## config.mk

```make
export PLATFORM = sky130hd
export DESIGN_NAME = mpeg_audio_frame_header_parser
export DESIGN_NICKNAME = d
export VERILOG_FILES = /design/src/hdl/mahp_pkg.sv /design/src/hdl/mahp_front.sv /design/src/hdl/mahp_queue.sv /design/src/hdl/mahp_back.sv /design/src/hdl/mpeg_audio_frame_header_parser.sv
export SDC_FILE = /design/constraint.sdc
export NUM_CORES = 1
export LEC_CHECK = 0
export ABC_CLOCK_PERIOD_IN_PS = 5150
export BUFFER_PORTS_ARGS = -buffer_cell sky130_fd_sc_hd__buf_2
export CAP_MARGIN = 20
export CELL_PAD_IN_SITES_DETAIL_PLACEMENT = 0
export CELL_PAD_IN_SITES_GLOBAL_PLACEMENT = 1
export CORE_MARGIN = 2
export CORE_UTILIZATION = 45
export DETAILED_ROUTE_END_ITERATION = 8
export PLACE_DENSITY_LB_ADDON = 0.25
export SKIP_LAST_GASP = 1
export SLEW_MARGIN = 20
export SYNTH_ARGS = -nofsm -noshare
export SYNTH_HDL_FRONTEND = slang
export SYNTH_HIERARCHICAL = 1
export SYNTH_SLANG_ARGS = --single-unit
```

## constraint.sdc

```tcl
create_clock -name aclk -period 5.15 [get_ports aclk]
set_input_delay 1.2875 -clock aclk [delete_from_list [all_inputs] [get_ports aclk]]
set_output_delay 1.2875 -clock aclk [all_outputs]
set_load 0.005 [all_outputs]
```

## src/hdl/mahp_pkg.sv

```systemverilog
// types, codes and lookup tables of the mpeg audio header parser
package mahp_pkg;

    localparam logic [7:0] SYNC_BYTE     = 8'hFF;
    localparam logic [2:0] SYNC_BITS     = 3'b111;
    localparam logic [3:0] BRI_BAD       = 4'hF;
    localparam int         DIV_STEPS     = 12;
    localparam int         CNT_W         = $clog2(DIV_STEPS);
    localparam int         LEN_W         = 12;
    localparam int         RATE_W        = 16;
    localparam int         SAMP_W        = 11;
    localparam int         KBPS_W        = 9;
    localparam int         SCALED_W      = 18;
    localparam int         PROD_W        = SCALED_W + KBPS_W;
    localparam int         QDEPTH        = 4;
    localparam int         QPTR_W        = $clog2(QDEPTH);

    // version codes
    localparam logic [1:0] VER_25  = 2'd0;
    localparam logic [1:0] VER_RES = 2'd1;
    localparam logic [1:0] VER_2   = 2'd2;
    localparam logic [1:0] VER_1   = 2'd3;

    // layer codes
    localparam logic [1:0] LAYER_RES = 2'd0;
    localparam logic [1:0] LAYER_3   = 2'd1;
    localparam logic [1:0] LAYER_2   = 2'd2;
    localparam logic [1:0] LAYER_1   = 2'd3;

    // sample-rate index codes
    localparam logic [1:0] SRI_0   = 2'd0;
    localparam logic [1:0] SRI_1   = 2'd1;
    localparam logic [1:0] SRI_2   = 2'd2;
    localparam logic [1:0] SRI_RES = 2'd3;

    // one request handed from the front to the back
    typedef struct packed {
        logic       done;
        logic [1:0] ver;
        logic [1:0] layer;
        logic [3:0] bri;
        logic [1:0] sri;
        logic       pad;
    } item_t;

    typedef logic [KBPS_W-1:0] kbps_row_t [16];

    localparam kbps_row_t KBPS_LSF_L23 = '{
        9'd0, 9'd8, 9'd16, 9'd24, 9'd32, 9'd40, 9'd48, 9'd56,
        9'd64, 9'd80, 9'd96, 9'd112, 9'd128, 9'd144, 9'd160, 9'd0};
    localparam kbps_row_t KBPS_LSF_L1 = '{
        9'd0, 9'd32, 9'd48, 9'd56, 9'd64, 9'd80, 9'd96, 9'd112,
        9'd128, 9'd144, 9'd160, 9'd176, 9'd192, 9'd224, 9'd256, 9'd0};
    localparam kbps_row_t KBPS_V1_L3 = '{
        9'd0, 9'd32, 9'd40, 9'd48, 9'd56, 9'd64, 9'd80, 9'd96,
        9'd112, 9'd128, 9'd160, 9'd192, 9'd224, 9'd256, 9'd320, 9'd0};
    localparam kbps_row_t KBPS_V1_L2 = '{
        9'd0, 9'd32, 9'd48, 9'd56, 9'd64, 9'd80, 9'd96, 9'd112,
        9'd128, 9'd160, 9'd192, 9'd224, 9'd256, 9'd320, 9'd384, 9'd0};
    localparam kbps_row_t KBPS_V1_L1 = '{
        9'd0, 9'd32, 9'd64, 9'd96, 9'd128, 9'd160, 9'd192, 9'd224,
        9'd256, 9'd288, 9'd320, 9'd352, 9'd384, 9'd416, 9'd448, 9'd0};

    function automatic logic [KBPS_W-1:0] kbps_lookup(logic [1:0] ver, logic [1:0] layer,
                                                      logic [3:0] bri);
        logic [KBPS_W-1:0] k;
        k = '0;
        case (ver)
            VER_25, VER_2: begin
                case (layer)
                    LAYER_3, LAYER_2: k = KBPS_LSF_L23[bri];
                    LAYER_1:          k = KBPS_LSF_L1[bri];
                    default:          k = '0;
                endcase
            end
            VER_1: begin
                case (layer)
                    LAYER_3: k = KBPS_V1_L3[bri];
                    LAYER_2: k = KBPS_V1_L2[bri];
                    LAYER_1: k = KBPS_V1_L1[bri];
                    default: k = '0;
                endcase
            end
            default: k = '0;
        endcase
        return k;
    endfunction

    function automatic logic [RATE_W-1:0] rate_lookup(logic [1:0] ver, logic [1:0] sri);
        logic [RATE_W-1:0] r;
        r = '0;
        case (ver)
            VER_25: begin
                case (sri)
                    SRI_0:   r = 16'd11025;
                    SRI_1:   r = 16'd12000;
                    SRI_2:   r = 16'd8000;
                    default: r = '0;
                endcase
            end
            VER_2: begin
                case (sri)
                    SRI_0:   r = 16'd22050;
                    SRI_1:   r = 16'd24000;
                    SRI_2:   r = 16'd16000;
                    default: r = '0;
                endcase
            end
            VER_1: begin
                case (sri)
                    SRI_0:   r = 16'd44100;
                    SRI_1:   r = 16'd48000;
                    SRI_2:   r = 16'd32000;
                    default: r = '0;
                endcase
            end
            default: r = '0;
        endcase
        return r;
    endfunction

    function automatic logic [SAMP_W-1:0] samples_lookup(logic [1:0] ver, logic [1:0] layer);
        logic [SAMP_W-1:0] s;
        s = '0;
        if (ver != VER_RES) begin
            case (layer)
                LAYER_3: s = (ver == VER_1) ? 11'd1152 : 11'd576;
                LAYER_2: s = 11'd1152;
                LAYER_1: s = 11'd384;
                default: s = '0;
            endcase
        end
        return s;
    endfunction

    // samples * 1000 / 8, exact for every table entry
    function automatic logic [SCALED_W-1:0] scaled_lookup(logic [1:0] ver, logic [1:0] layer);
        logic [SCALED_W-1:0] s;
        s = '0;
        case (samples_lookup(ver, layer))
            11'd384:  s = 18'd48000;
            11'd576:  s = 18'd72000;
            11'd1152: s = 18'd144000;
            default:  s = '0;
        endcase
        return s;
    endfunction

    function automatic logic [2:0] slot_lookup(logic [1:0] layer);
        logic [2:0] s;
        case (layer)
            LAYER_1:          s = 3'd4;
            LAYER_2, LAYER_3: s = 3'd1;
            default:          s = 3'd0;
        endcase
        return s;
    endfunction

endpackage

```

## src/hdl/mahp_front.sv

```systemverilog
// front end: header position tracking and byte classification
module mahp_front (
    input  logic            aclk,
    input  logic            aresetn,
    input  logic            accept,
    input  logic [7:0]      data_byte,
    input  logic            restart,
    output mahp_pkg::item_t item
);
    import mahp_pkg::*;

    typedef enum logic [3:0] {
        POS_SYNC = 4'b0001,
        POS_VL   = 4'b0010,
        POS_RP   = 4'b0100,
        POS_LAST = 4'b1000
    } pos_t;

    pos_t       pos_reg, pos_next, pos_cur;
    logic [7:0] vl_reg, vl_next;
    logic [7:0] rp_reg, rp_next;
    logic       done;

    always_comb begin
        pos_cur  = restart ? POS_SYNC : pos_reg;
        vl_next  = (pos_cur == POS_VL) ? data_byte : vl_reg;
        rp_next  = (pos_cur == POS_RP) ? data_byte : rp_reg;
        done     = 1'b0;
        pos_next = POS_SYNC;
        if (data_byte == SYNC_BYTE) begin
            pos_next = POS_VL;
        end else begin
            case (pos_cur)
                POS_SYNC: pos_next = POS_SYNC;
                POS_VL: begin
                    if (data_byte[7:5] != SYNC_BITS || vl_next[4:3] == VER_RES ||
                        vl_next[2:1] == LAYER_RES) begin
                        pos_next = POS_SYNC;
                    end else begin
                        pos_next = POS_RP;
                    end
                end
                POS_RP: begin
                    if (rp_next[7:4] == BRI_BAD || rp_next[3:2] == SRI_RES) begin
                        pos_next = POS_SYNC;
                    end else begin
                        pos_next = POS_LAST;
                    end
                end
                POS_LAST: begin
                    pos_next = POS_SYNC;
                    done     = 1'b1;
                end
                default: pos_next = POS_SYNC;
            endcase
        end
    end

    assign item.done  = done;
    assign item.ver   = vl_next[4:3];
    assign item.layer = vl_next[2:1];
    assign item.bri   = rp_next[7:4];
    assign item.sri   = rp_next[3:2];
    assign item.pad   = rp_next[1];

    always_ff @(posedge aclk) begin
        if (!aresetn) begin
            pos_reg <= POS_SYNC;
            vl_reg  <= '0;
            rp_reg  <= '0;
        end else if (accept) begin
            pos_reg <= pos_next;
            vl_reg  <= vl_next;
            rp_reg  <= rp_next;
        end
    end

endmodule

```

## src/hdl/mahp_queue.sv

```systemverilog
// small register queue between the front and back ends
module mahp_queue (
    input  logic            aclk,
    input  logic            aresetn,
    input  logic            push,
    input  mahp_pkg::item_t push_item,
    output logic            full,
    input  logic            pop,
    output logic            not_empty,
    output mahp_pkg::item_t pop_item
);
    import mahp_pkg::*;

    item_t               slot_reg [QDEPTH];
    logic [QPTR_W-1:0]   wr_ptr_reg, wr_ptr_next;
    logic [QPTR_W-1:0]   rd_ptr_reg, rd_ptr_next;
    logic [QPTR_W:0]     count_reg, count_next;

    assign full      = (count_reg == (QPTR_W+1)'(QDEPTH));
    assign not_empty = (count_reg != '0);
    assign pop_item  = slot_reg[rd_ptr_reg];

    always_comb begin
        wr_ptr_next = push ? wr_ptr_reg + 1'b1 : wr_ptr_reg;
        rd_ptr_next = pop  ? rd_ptr_reg + 1'b1 : rd_ptr_reg;
        count_next  = count_reg;
        if (push && !pop) begin
            count_next = count_reg + 1'b1;
        end else if (pop && !push) begin
            count_next = count_reg - 1'b1;
        end
    end

    always_ff @(posedge aclk) begin
        if (!aresetn) begin
            wr_ptr_reg <= '0;
            rd_ptr_reg <= '0;
            count_reg  <= '0;
        end else begin
            wr_ptr_reg <= wr_ptr_next;
            rd_ptr_reg <= rd_ptr_next;
            count_reg  <= count_next;
        end
    end

    always_ff @(posedge aclk) begin
        if (push) begin
            slot_reg[wr_ptr_reg] <= push_item;
        end
    end

endmodule

```

## src/hdl/mahp_back.sv

```systemverilog
// back end: frame length multiply and bit-serial divide, result register
module mahp_back (
    input  logic                          aclk,
    input  logic                          aresetn,
    input  logic                          q_not_empty,
    input  mahp_pkg::item_t               q_item,
    output logic                          q_pop,
    output logic                          m_valid,
    input  logic                          m_ready,
    output logic                          m_header_done,
    output logic [mahp_pkg::LEN_W-1:0]    m_frame_length,
    output logic [mahp_pkg::RATE_W-1:0]   m_sample_rate_hz,
    output logic [mahp_pkg::SAMP_W-1:0]   m_samples_per_frame
);
    import mahp_pkg::*;

    typedef enum logic [3:0] {
        ST_IDLE = 4'b0001,
        ST_MUL  = 4'b0010,
        ST_DIV  = 4'b0100,
        ST_OUT  = 4'b1000
    } state_t;

    state_t              state_reg, state_next;
    item_t               item_reg, item_next;
    logic [RATE_W-1:0]   rem_reg, rem_next;
    logic [LEN_W-1:0]    lo_reg, lo_next;
    logic [CNT_W-1:0]    cnt_reg, cnt_next;
    logic                done_reg, done_next;
    logic [LEN_W-1:0]    len_reg, len_next;
    logic [RATE_W-1:0]   rate_reg, rate_next;
    logic [SAMP_W-1:0]   samp_reg, samp_next;

    logic [RATE_W-1:0]   rate_w;
    logic [PROD_W-1:0]   prod_w;
    logic [RATE_W:0]     trial_w;
    logic                ge_w;
    logic [LEN_W-1:0]    slot_w;

    assign rate_w  = rate_lookup(item_reg.ver, item_reg.sri);
    assign prod_w  = PROD_W'(scaled_lookup(item_reg.ver, item_reg.layer)) *
                     PROD_W'(kbps_lookup(item_reg.ver, item_reg.layer, item_reg.bri));
    assign trial_w = {rem_reg, lo_reg[LEN_W-1]};
    assign ge_w    = (trial_w >= {1'b0, rate_w});
    assign slot_w  = item_reg.pad ? LEN_W'(slot_lookup(item_reg.layer)) : '0;

    assign q_pop               = (state_reg == ST_IDLE) && q_not_empty;
    assign m_valid             = (state_reg == ST_OUT);
    assign m_header_done       = done_reg;
    assign m_frame_length      = len_reg;
    assign m_sample_rate_hz    = rate_reg;
    assign m_samples_per_frame = samp_reg;

    always_comb begin
        state_next = state_reg;
        item_next  = item_reg;
        rem_next   = rem_reg;
        lo_next    = lo_reg;
        cnt_next   = cnt_reg;
        done_next  = done_reg;
        len_next   = len_reg;
        rate_next  = rate_reg;
        samp_next  = samp_reg;
        case (state_reg)
            ST_IDLE: begin
                if (q_not_empty) begin
                    item_next = q_item;
                    rate_next = rate_lookup(q_item.ver, q_item.sri);
                    samp_next = samples_lookup(q_item.ver, q_item.layer);
                    done_next = q_item.done;
                    len_next  = '0;
                    state_next = q_item.done ? ST_MUL : ST_OUT;
                end
            end
            ST_MUL: begin
                // numerator is below rate * 2^12, so the top part starts below rate
                if (rate_w == '0) begin
                    len_next   = slot_w;
                    state_next = ST_OUT;
                end else begin
                    rem_next   = RATE_W'(prod_w[PROD_W-1:LEN_W]);
                    lo_next    = prod_w[LEN_W-1:0];
                    cnt_next   = '0;
                    state_next = ST_DIV;
                end
            end
            ST_DIV: begin
                rem_next = ge_w ? RATE_W'(trial_w - {1'b0, rate_w}) : trial_w[RATE_W-1:0];
                lo_next  = {lo_reg[LEN_W-2:0], ge_w};
                cnt_next = cnt_reg + 1'b1;
                if (cnt_reg == CNT_W'(DIV_STEPS - 1)) begin
                    len_next   = lo_next + slot_w;
                    state_next = ST_OUT;
                end
            end
            ST_OUT: begin
                if (m_ready) begin
                    state_next = ST_IDLE;
                end
            end
            default: state_next = ST_IDLE;
        endcase
    end

    always_ff @(posedge aclk) begin
        if (!aresetn) begin
            state_reg <= ST_IDLE;
        end else begin
            state_reg <= state_next;
        end
    end

    always_ff @(posedge aclk) begin
        item_reg <= item_next;
        rem_reg  <= rem_next;
        lo_reg   <= lo_next;
        cnt_reg  <= cnt_next;
        done_reg <= done_next;
        len_reg  <= len_next;
        rate_reg <= rate_next;
        samp_reg <= samp_next;
    end

endmodule

```

## src/hdl/mpeg_audio_frame_header_parser.sv

```systemverilog
// top level of the mpeg audio frame header parser
//
// input channel: one stream byte per request on s_data_byte, s_restart drops
// any partly seen header before the byte is looked at
// result channel: exactly one result request per input byte, in input order,
// carrying header_done, frame_length, sample_rate_hz and samples_per_frame
// path: a byte that does not end a header passes through the queue into the
// back end and is offered on the result channel; the fourth header byte also
// passes the multiplier and the one-bit-per-cycle divider first, and time
// spent queued behind earlier bytes adds on; the back end takes one byte at
// a time and pops the next only once the result is taken, while the front
// keeps taking bytes into a four-deep queue
// reset: header position and stored header bytes clear, queue and result
// register empty, no result request pending
// when the receiver stalls the result holds steady, the back end waits, and
// the front fills the queue; s_ready drops only when the queue is full
module mpeg_audio_frame_header_parser (
    input  logic                          aclk,
    input  logic                          aresetn,
    input  logic                          s_valid,
    output logic                          s_ready,
    input  logic [7:0]                    s_data_byte,
    input  logic                          s_restart,
    output logic                          m_valid,
    input  logic                          m_ready,
    output logic                          m_header_done,
    output logic [mahp_pkg::LEN_W-1:0]    m_frame_length,
    output logic [mahp_pkg::RATE_W-1:0]   m_sample_rate_hz,
    output logic [mahp_pkg::SAMP_W-1:0]   m_samples_per_frame
);
    import mahp_pkg::*;

    logic  accept;
    logic  q_full;
    logic  q_not_empty;
    logic  q_pop;
    item_t front_item;
    item_t q_item;

    // take a byte whenever the queue has room
    assign s_ready = !q_full;
    assign accept  = s_valid && s_ready;

    // position tracking and header checks, one byte per cycle while the queue has room
    mahp_front u_front (
        .aclk      (aclk),
        .aresetn   (aresetn),
        .accept    (accept),
        .data_byte (s_data_byte),
        .restart   (s_restart),
        .item      (front_item)
    );

    // decouples byte intake from the slow length computation
    mahp_queue u_queue (
        .aclk      (aclk),
        .aresetn   (aresetn),
        .push      (accept),
        .push_item (front_item),
        .full      (q_full),
        .pop       (q_pop),
        .not_empty (q_not_empty),
        .pop_item  (q_item)
    );

    // table lookups, multiply, serial divide and the result register
    mahp_back u_back (
        .aclk                (aclk),
        .aresetn             (aresetn),
        .q_not_empty         (q_not_empty),
        .q_item              (q_item),
        .q_pop               (q_pop),
        .m_valid             (m_valid),
        .m_ready             (m_ready),
        .m_header_done       (m_header_done),
        .m_frame_length      (m_frame_length),
        .m_sample_rate_hz    (m_sample_rate_hz),
        .m_samples_per_frame (m_samples_per_frame)
    );

endmodule

```

* After elaboration in Yosys (flattened, before gate mapping) *
Memory sizes are Yosys's and may differ from the RTL's. A register that Yosys moved wholly into a read port is not among the register bits.
Index checks and enable logic that the tools add are counted.

word-level totals
  register bits after elaboration = 111
  RAM bits = 48
  memory bits (read-only) = 720
  input bits = 13
  output and inout port bits = 42
  memories kept = 6

cells by class
  $add $sub $neg = 7
  multiply operators = 1
  order comparisons = 2
  equal/unequal tests = 38
  muxes and demuxes = 61
  bitwise logic cells = 1
  reduce and logical (&&, ||, !) cells = 28

memory list
  name              depth  width  read ports  clocked after memory_dff  write ports  line              text
  (name not given)  16     9      1           0                         0            mahp_pkg.sv:72    LAYER_1: k = KBPS_LSF_L1[bri];
  (name not given)  16     9      1           0                         0            mahp_pkg.sv:79    LAYER_2: k = KBPS_V1_L2[bri];
  (name not given)  16     9      1           0                         0            mahp_pkg.sv:71    LAYER_3, LAYER_2: k = KBPS_LSF_L23[bri];
  (name not given)  16     9      1           0                         0            mahp_pkg.sv:78    LAYER_3: k = KBPS_V1_L3[bri];
  (name not given)  16     9      1           0                         0            mahp_pkg.sv:80    LAYER_1: k = KBPS_V1_L1[bri];
  u_queue.slot_reg  4      12     1           1                         1            mahp_queue.sv:14  item_t slot_reg [QDEPTH];

operators by type and width
  cell                                              number
  16-bit case mux with 3 select lines               4
  9-bit two-way mux                                 10
  15-bit case mux with 3 select lines               2
  14-bit case mux with 3 select lines               2
  11-bit case mux with 3 select lines               2
  18-bit case mux with 3 select lines               1
  12-bit two-way mux                                4
  4-bit two-way mux                                 9
  12-bit case mux with 3 select lines               1
  9-bit case mux with 2 select lines                2
  11-bit two-way mux                                3
  16-bit two-way mux                                2
  16-bit case mux with 2 select lines               1
  18-bit by 9-bit multiplier with 27-bit output     1
  9-bit case mux with 3 select lines                1
  12-bit case mux with 2 select lines               1
  2-bit == test (second input constant)             11
  17-bit by 16-bit >= comparator with 1-bit output  1
  4-bit == test (second input constant)             4
  16-bit zero test                                  1
  4-bit case mux with 2 select lines                2
  4-bit case mux with 4 select lines                1
  16-bit subtractor                                 1
  12-bit adder                                      1
  other kinds (34)                                  70

* Depth between registers and ports, before layout *
  depth after elaboration = 9
  depth in mapped cells = 26
  mapped depth without buffers = 25

* By module *
Netlist, hierarchy kept.

modules (own cells, without submodules)
  module                          times used  cells each  area an instance (µm²)  sequential area each (µm²)
  mahp_back                       1           791         7393.3                  2302.2
  mahp_queue                      1           105         2182.1                  1621.6
  mahp_front                      1           80          828.3                   300.3
  mpeg_audio_frame_header_parser  1           2           10.0                    0.0

* Least setup slack after synthesis *
OpenSTA, ideal clock, no wires.

  path kind = register -> register
  start = register u_back/item_reg[3] (netlist bit)
  end = register u_back.rem_reg[14], data pin
  arrival time = 5.388 ns
  path slack = -0.506 ns
  cell stages (with the launch flop) = 22
  path buffers = 2
  period minus slack after synthesis = 5.656 ns
  cell sequence = edfxtp_1 -> clkbuf_1 -> inv_1 -> ha_1 -> inv_1 -> o21ai_0 -> a21oi_1 -> or4b_1 -> clkbuf_1 -> a21oi_1 -> fa_1 -> fa_1 -> fa_1 -> ha_1 -> ha_1 -> nand3_1 -> o2111a_1 -> o21ai_1 -> o31a_1 -> mux2_2 -> a311oi_1 -> o31ai_1

between the ends
  longest elaborated chain between the ends = 9
  elaborated cells between the ends (all ways) = 22

RTL lines
  item                                                                                      line                            text
  start: declaration                                                                        mahp_back.sv:25                 item_t item_reg, item_next;
  start signal: assignment                                                                  mahp_back.sv:114                item_reg <= item_next;
  4-bit inverter with 5-bit output (not written as such) *                                  n/a
  memory read 16 x 9 bit (on tied branches)                                                 n/a
  9-bit two-way mux (on tied branches) (2 in series)                                        n/a
  9-bit case mux with 3 select lines or 9-bit case mux with 2 select lines (tied branches)  mahp_pkg.sv:77, mahp_pkg.sv:70
  9-bit case mux with 2 select lines *                                                      mahp_pkg.sv:68                  case (ver)
  18-bit by 9-bit multiplier with 27-bit output *                                           mahp_back.sv:41                 assign prod_w = PROD_W'(scaled_lookup(item_reg.ver, item_reg.layer)) *
  16-bit two-way mux *                                                                      mahp_back.sv:77                 if (rate_w == '0) begin
  16-bit case mux with 2 select lines *                                                     mahp_back.sv:64                 case (state_reg)
  via u_back.rem_next[14]                                                                   mahp_back.sv:26                 logic [RATE_W-1:0] rem_reg, rem_next;
  end signal: assignment                                                                    mahp_back.sv:115                rem_reg <= rem_next;
  end: declaration                                                                          mahp_back.sv:26

Mark *: on every way through the listed nets, which the timed path passes. The rest lies on a longest branch. The select of a mux whose other input is x is not followed.
A chain may end at the register's enable or synchronous reset.

* Worst setup path in the final report *
Ends and elaborated chain as after synthesis.

==> impl_metrics.csv <==
group,metric,value,unit
status,outcome,"finished with violations",
status,violations,"negative setup slack",
synthesis,yosysSeqAreaShare,40.6,%
clock_network,clk_latency,430,ps
timing,hold_viol,0,
timing,setup_ws,-274,ps
finish,drive_gt1_share,30.2,%
synthesis,yosysUniqueCellTypes,81,
finish,syn_to_final_growth,24.3,%
drt,vias,7646,
finish,nNetsFinal,1263,
timing,setup_violations,3,
hold_path,min_path_type,"reg2reg",
clock_network,cts_tree,"yes",
drt,ant_nets,0,
timing,relSlewSlack,32.3,%
power_and_ir_drop,power.internal,0.00437,W
synthesis,synth_edf_count,122,
timing,min_period_over_period,105,%
hold_path,hp-start,"u_front/vl_reg[1]",
clock_network,root_buffer,"clkbuf_16",
grt,grt_use_met2,35.2,%
setup_path,endpoint_kind,"register",
setup_path,rr_worst_depth,20,
synthesis,syn_area_per_cell,10.6,um^2
synthesis,synth_compound_area_share,11.6,%
grt,grt_pass1_wl,38500,um
drt,route.detailed.drc,0,
die,die_w,156,um
finish,final_common_cell,"edfxtp_1",
drt,routed_wl,23400,um
flow_run,drv_cap,0,
drt,wire_per_inst,16.4,um
grt,grt_start_max_net_pins,37,
grt,busiest_layer,"met2",
grt,grt_pass1_vias,7699,
die,pin_count,55,
synthesis,yosys.area_share.simple,16.4,%
power_and_ir_drop,pwr-share-clk,17.6,%
finish,largest_reg_flops,48,
clock_network,clk_path_buf_depth,2,
die,fp-row-count,55,
drt,firstDrtPassIters,6,
setup_path,timing.rr.end,"u_back/rem_reg[14]",
power_and_ir_drop,pwr-share-comb,56.7,%
synthesis,synth_area,10400,um^2
grt,gr-total-overflow,0,
grt,grt_use_met1,26.0,%
grt,antenna_found_initial,0,
grt,grt_use_total,19.9,%
synthesis,synthFlopType,"edfxtp_1",
synthesis,postSynthCellCount,978,
die,die_y,156,um
setup_path,crit_path_start,"u_back/item_reg[3]",
die,dieArea,24400,um^2
synthesis,synthXorXnorAreaFrac,2.78,%
grt,met3_usage,2.78,%
timing,whs,517,ps
die,core_area,22700,um^2
clock_network,h-tree-depth,4,
clock_network,cts_sinks,150,
placed_design,portBuffers,47,
power_and_ir_drop,p_sw_share,40.4,%
setup_path,arrival,5580,ps
clock_network,clk_pin_slew,70,ps
finish,mostFrequentLayoutCells,"edfxtp_1 (122), buf_4 (109), nor2_1 (76)",
power_and_ir_drop,p_seq_share,25.7,%
power_and_ir_drop,p_leak,5.41,nW
timing,fmax,184,MHz
finish,post-route-util,57.0,%
timing,min_period,5420,ps
timing,drv_slew,0,
synthesis,synth_top_family_by_area,"adder cells",
timing,tightest_slew,1010,ps
setup_path,required,5310,ps
synthesis,ys_warn_count,6,
power_and_ir_drop,max-vdd-ir-drop,0.000479,V
drt,drtIter0Drc,422,
setup_path,start_kind,"register",
finish,n_antenna_cell,0,
synthesis,yosys.area_share.adder,17.4,%
setup_path,r2r_setup_slack,-270,ps
setup_path,cp_max_fo,6,
timing,rsz0062_at_grt,"yes",
placed_design,hpwl,17200,um
timing,skew,14.6,ps
power_and_ir_drop,pwr_density_cell,566,nW/um^2
setup_path,crit_type,"reg2reg",
hold_path,min_path_cells,2,
power_and_ir_drop,switchingPower,0.00296,W
synthesis,ys_ff_latch,150,
clock_network,cts_buffers,17,
placed_design,routabilityCongestion,0.894,
synthesis,synthMuxAreaShare,6.85,%
drt,vias_per_cell,5.38,
setup_path,r2r-start,"u_back/item_reg[3]",
die,initial_core_util,45.9,%
synthesis,async_reset_ff_share,0,%
hold_path,hold-path-endpoint,"u_front/vl_reg[1]",
critical path: stages, from the launching register on:
cell,delay [ps]
edfxtp_1,450
inv_2,160
ha_4,160
nor2_2,40
a21oi_2,110
o21ai_1,70
a222oi_1,380
o32a_2,340
a21oi_4,60
fa_1,590
fa_1,450
fa_1,550
ha_4,210
ha_4,270
nand3_2,50
o2111a_2,260
o21ai_2,150
o31a_1,210
mux2_4,320
a311oi_2,200
o31ai_1,100
logic make-up after synthesis:
kind of cell               Yosys count
and+or+nand+nor                    325
AOI/OAI and AO/OA                  187
DFF                                150
adders and majority gates          127
buffers and inverters              102
muxes                               53
xor gates and xnor gates            33
other                                1
Yosys cell counts (all sizes together) (5+ instances only):
cell,number,area [um^2]
a21boi,6,45.1
a21o,7,52.6
a21oi,55,305
a31oi,10,62.6
and2,18,114
and3,18,113
buf,23,156
clkbuf,24,90.1
dfxtp,28,561
edfxtp,122,3660
fa,30,601
ha,97,1210
inv,55,206
mux2,17,195
mux2i,24,240
mux4,12,278
nand2,64,240
nand2b,18,113
nand3,16,85.1
nand3b,6,48.8
nand4,9,56.3
nor2,85,319
nor2b,45,282
nor3,10,55.1
nor4,6,50.0
o21a,8,60.1
o21ai,53,280
o21bai,5,37.5
or2,7,43.8
or3,6,42.5
xnor2,19,166
xor2,14,123
how the worst max path moves through the flow:
| stage | end | slack [ps] | cells past startpoint |
|---|---|---|---|
| after detailed placement | u_back/rem_reg[14] | -490 | 20 |
| after global routing | u_back/rem_reg[14] | -530 | 20 |
| after floorplan | u_back/rem_reg[14] | -160 | 19 |
| after global placement | u_back/rem_reg[14] | -360 | 20 |
| final | u_back/rem_reg[14] | -270 | 20 |
| after CTS | u_back/rem_reg[14] | -230 | 21 |
routing by layer:
layer / up-vias / wire, um / share of wire [%]
met2: 123 / 11900 / 51
li1: 3808 / - / -
met3: 25 / 535 / 2.3
met1: 3690 / 10600 / 46
met4: 0 / 317 / 1.4
met5: - / 0 / 0
metrics by stage:
stage               total power, W  setup slack (ps)  setup TNS (ps)  cell area [um^2]  instances
finish                     0.00733              -274            -583             12900       1421
global route               0.00792              -532           -2270             12900       1421
CTS                        0.00721              -231            -503             12700       1418
detailed placement         0.00563              -487           -1910             11700       1365
global placement           0.00561              -362           -1390             11700       1365
floorplan                  0.00448              -157            -307             10700        985
what timing repair did:
action	4_1_cts	5_1_grt
hold buffers	0	0
pin swaps	30	21
resized for setup	52	47
setup endpoints to repair	7	9
buffers inserted	21	3
hold endpoints to repair	0	0
layout make-up:
cell class              count  area [um^2]
clock buffers              19          464
fillers                  1952         9770
clock inverters            13          153
well taps                 285          357
repair buffers            166         1170
inverters                  55          206
flip-flops and latches    150         4220
multi-input cells         733         6370
power by group through the flow:
| stage | sequential [W] | combinational [W] | clock, W |
|---|---|---|---|
| finish | 0.00188 | 0.00416 | 0.00129 |
| global route | 0.00192 | 0.00463 | 0.00137 |
| CTS | 0.00189 | 0.00400 | 0.00132 |
| detailed placement | 0.00192 | 0.00371 | 0 |
| global placement | 0.00191 | 0.00370 | 0 |
| floorplan | 0.00189 | 0.00259 | 0 |
(Power assumes the default switching activity.)
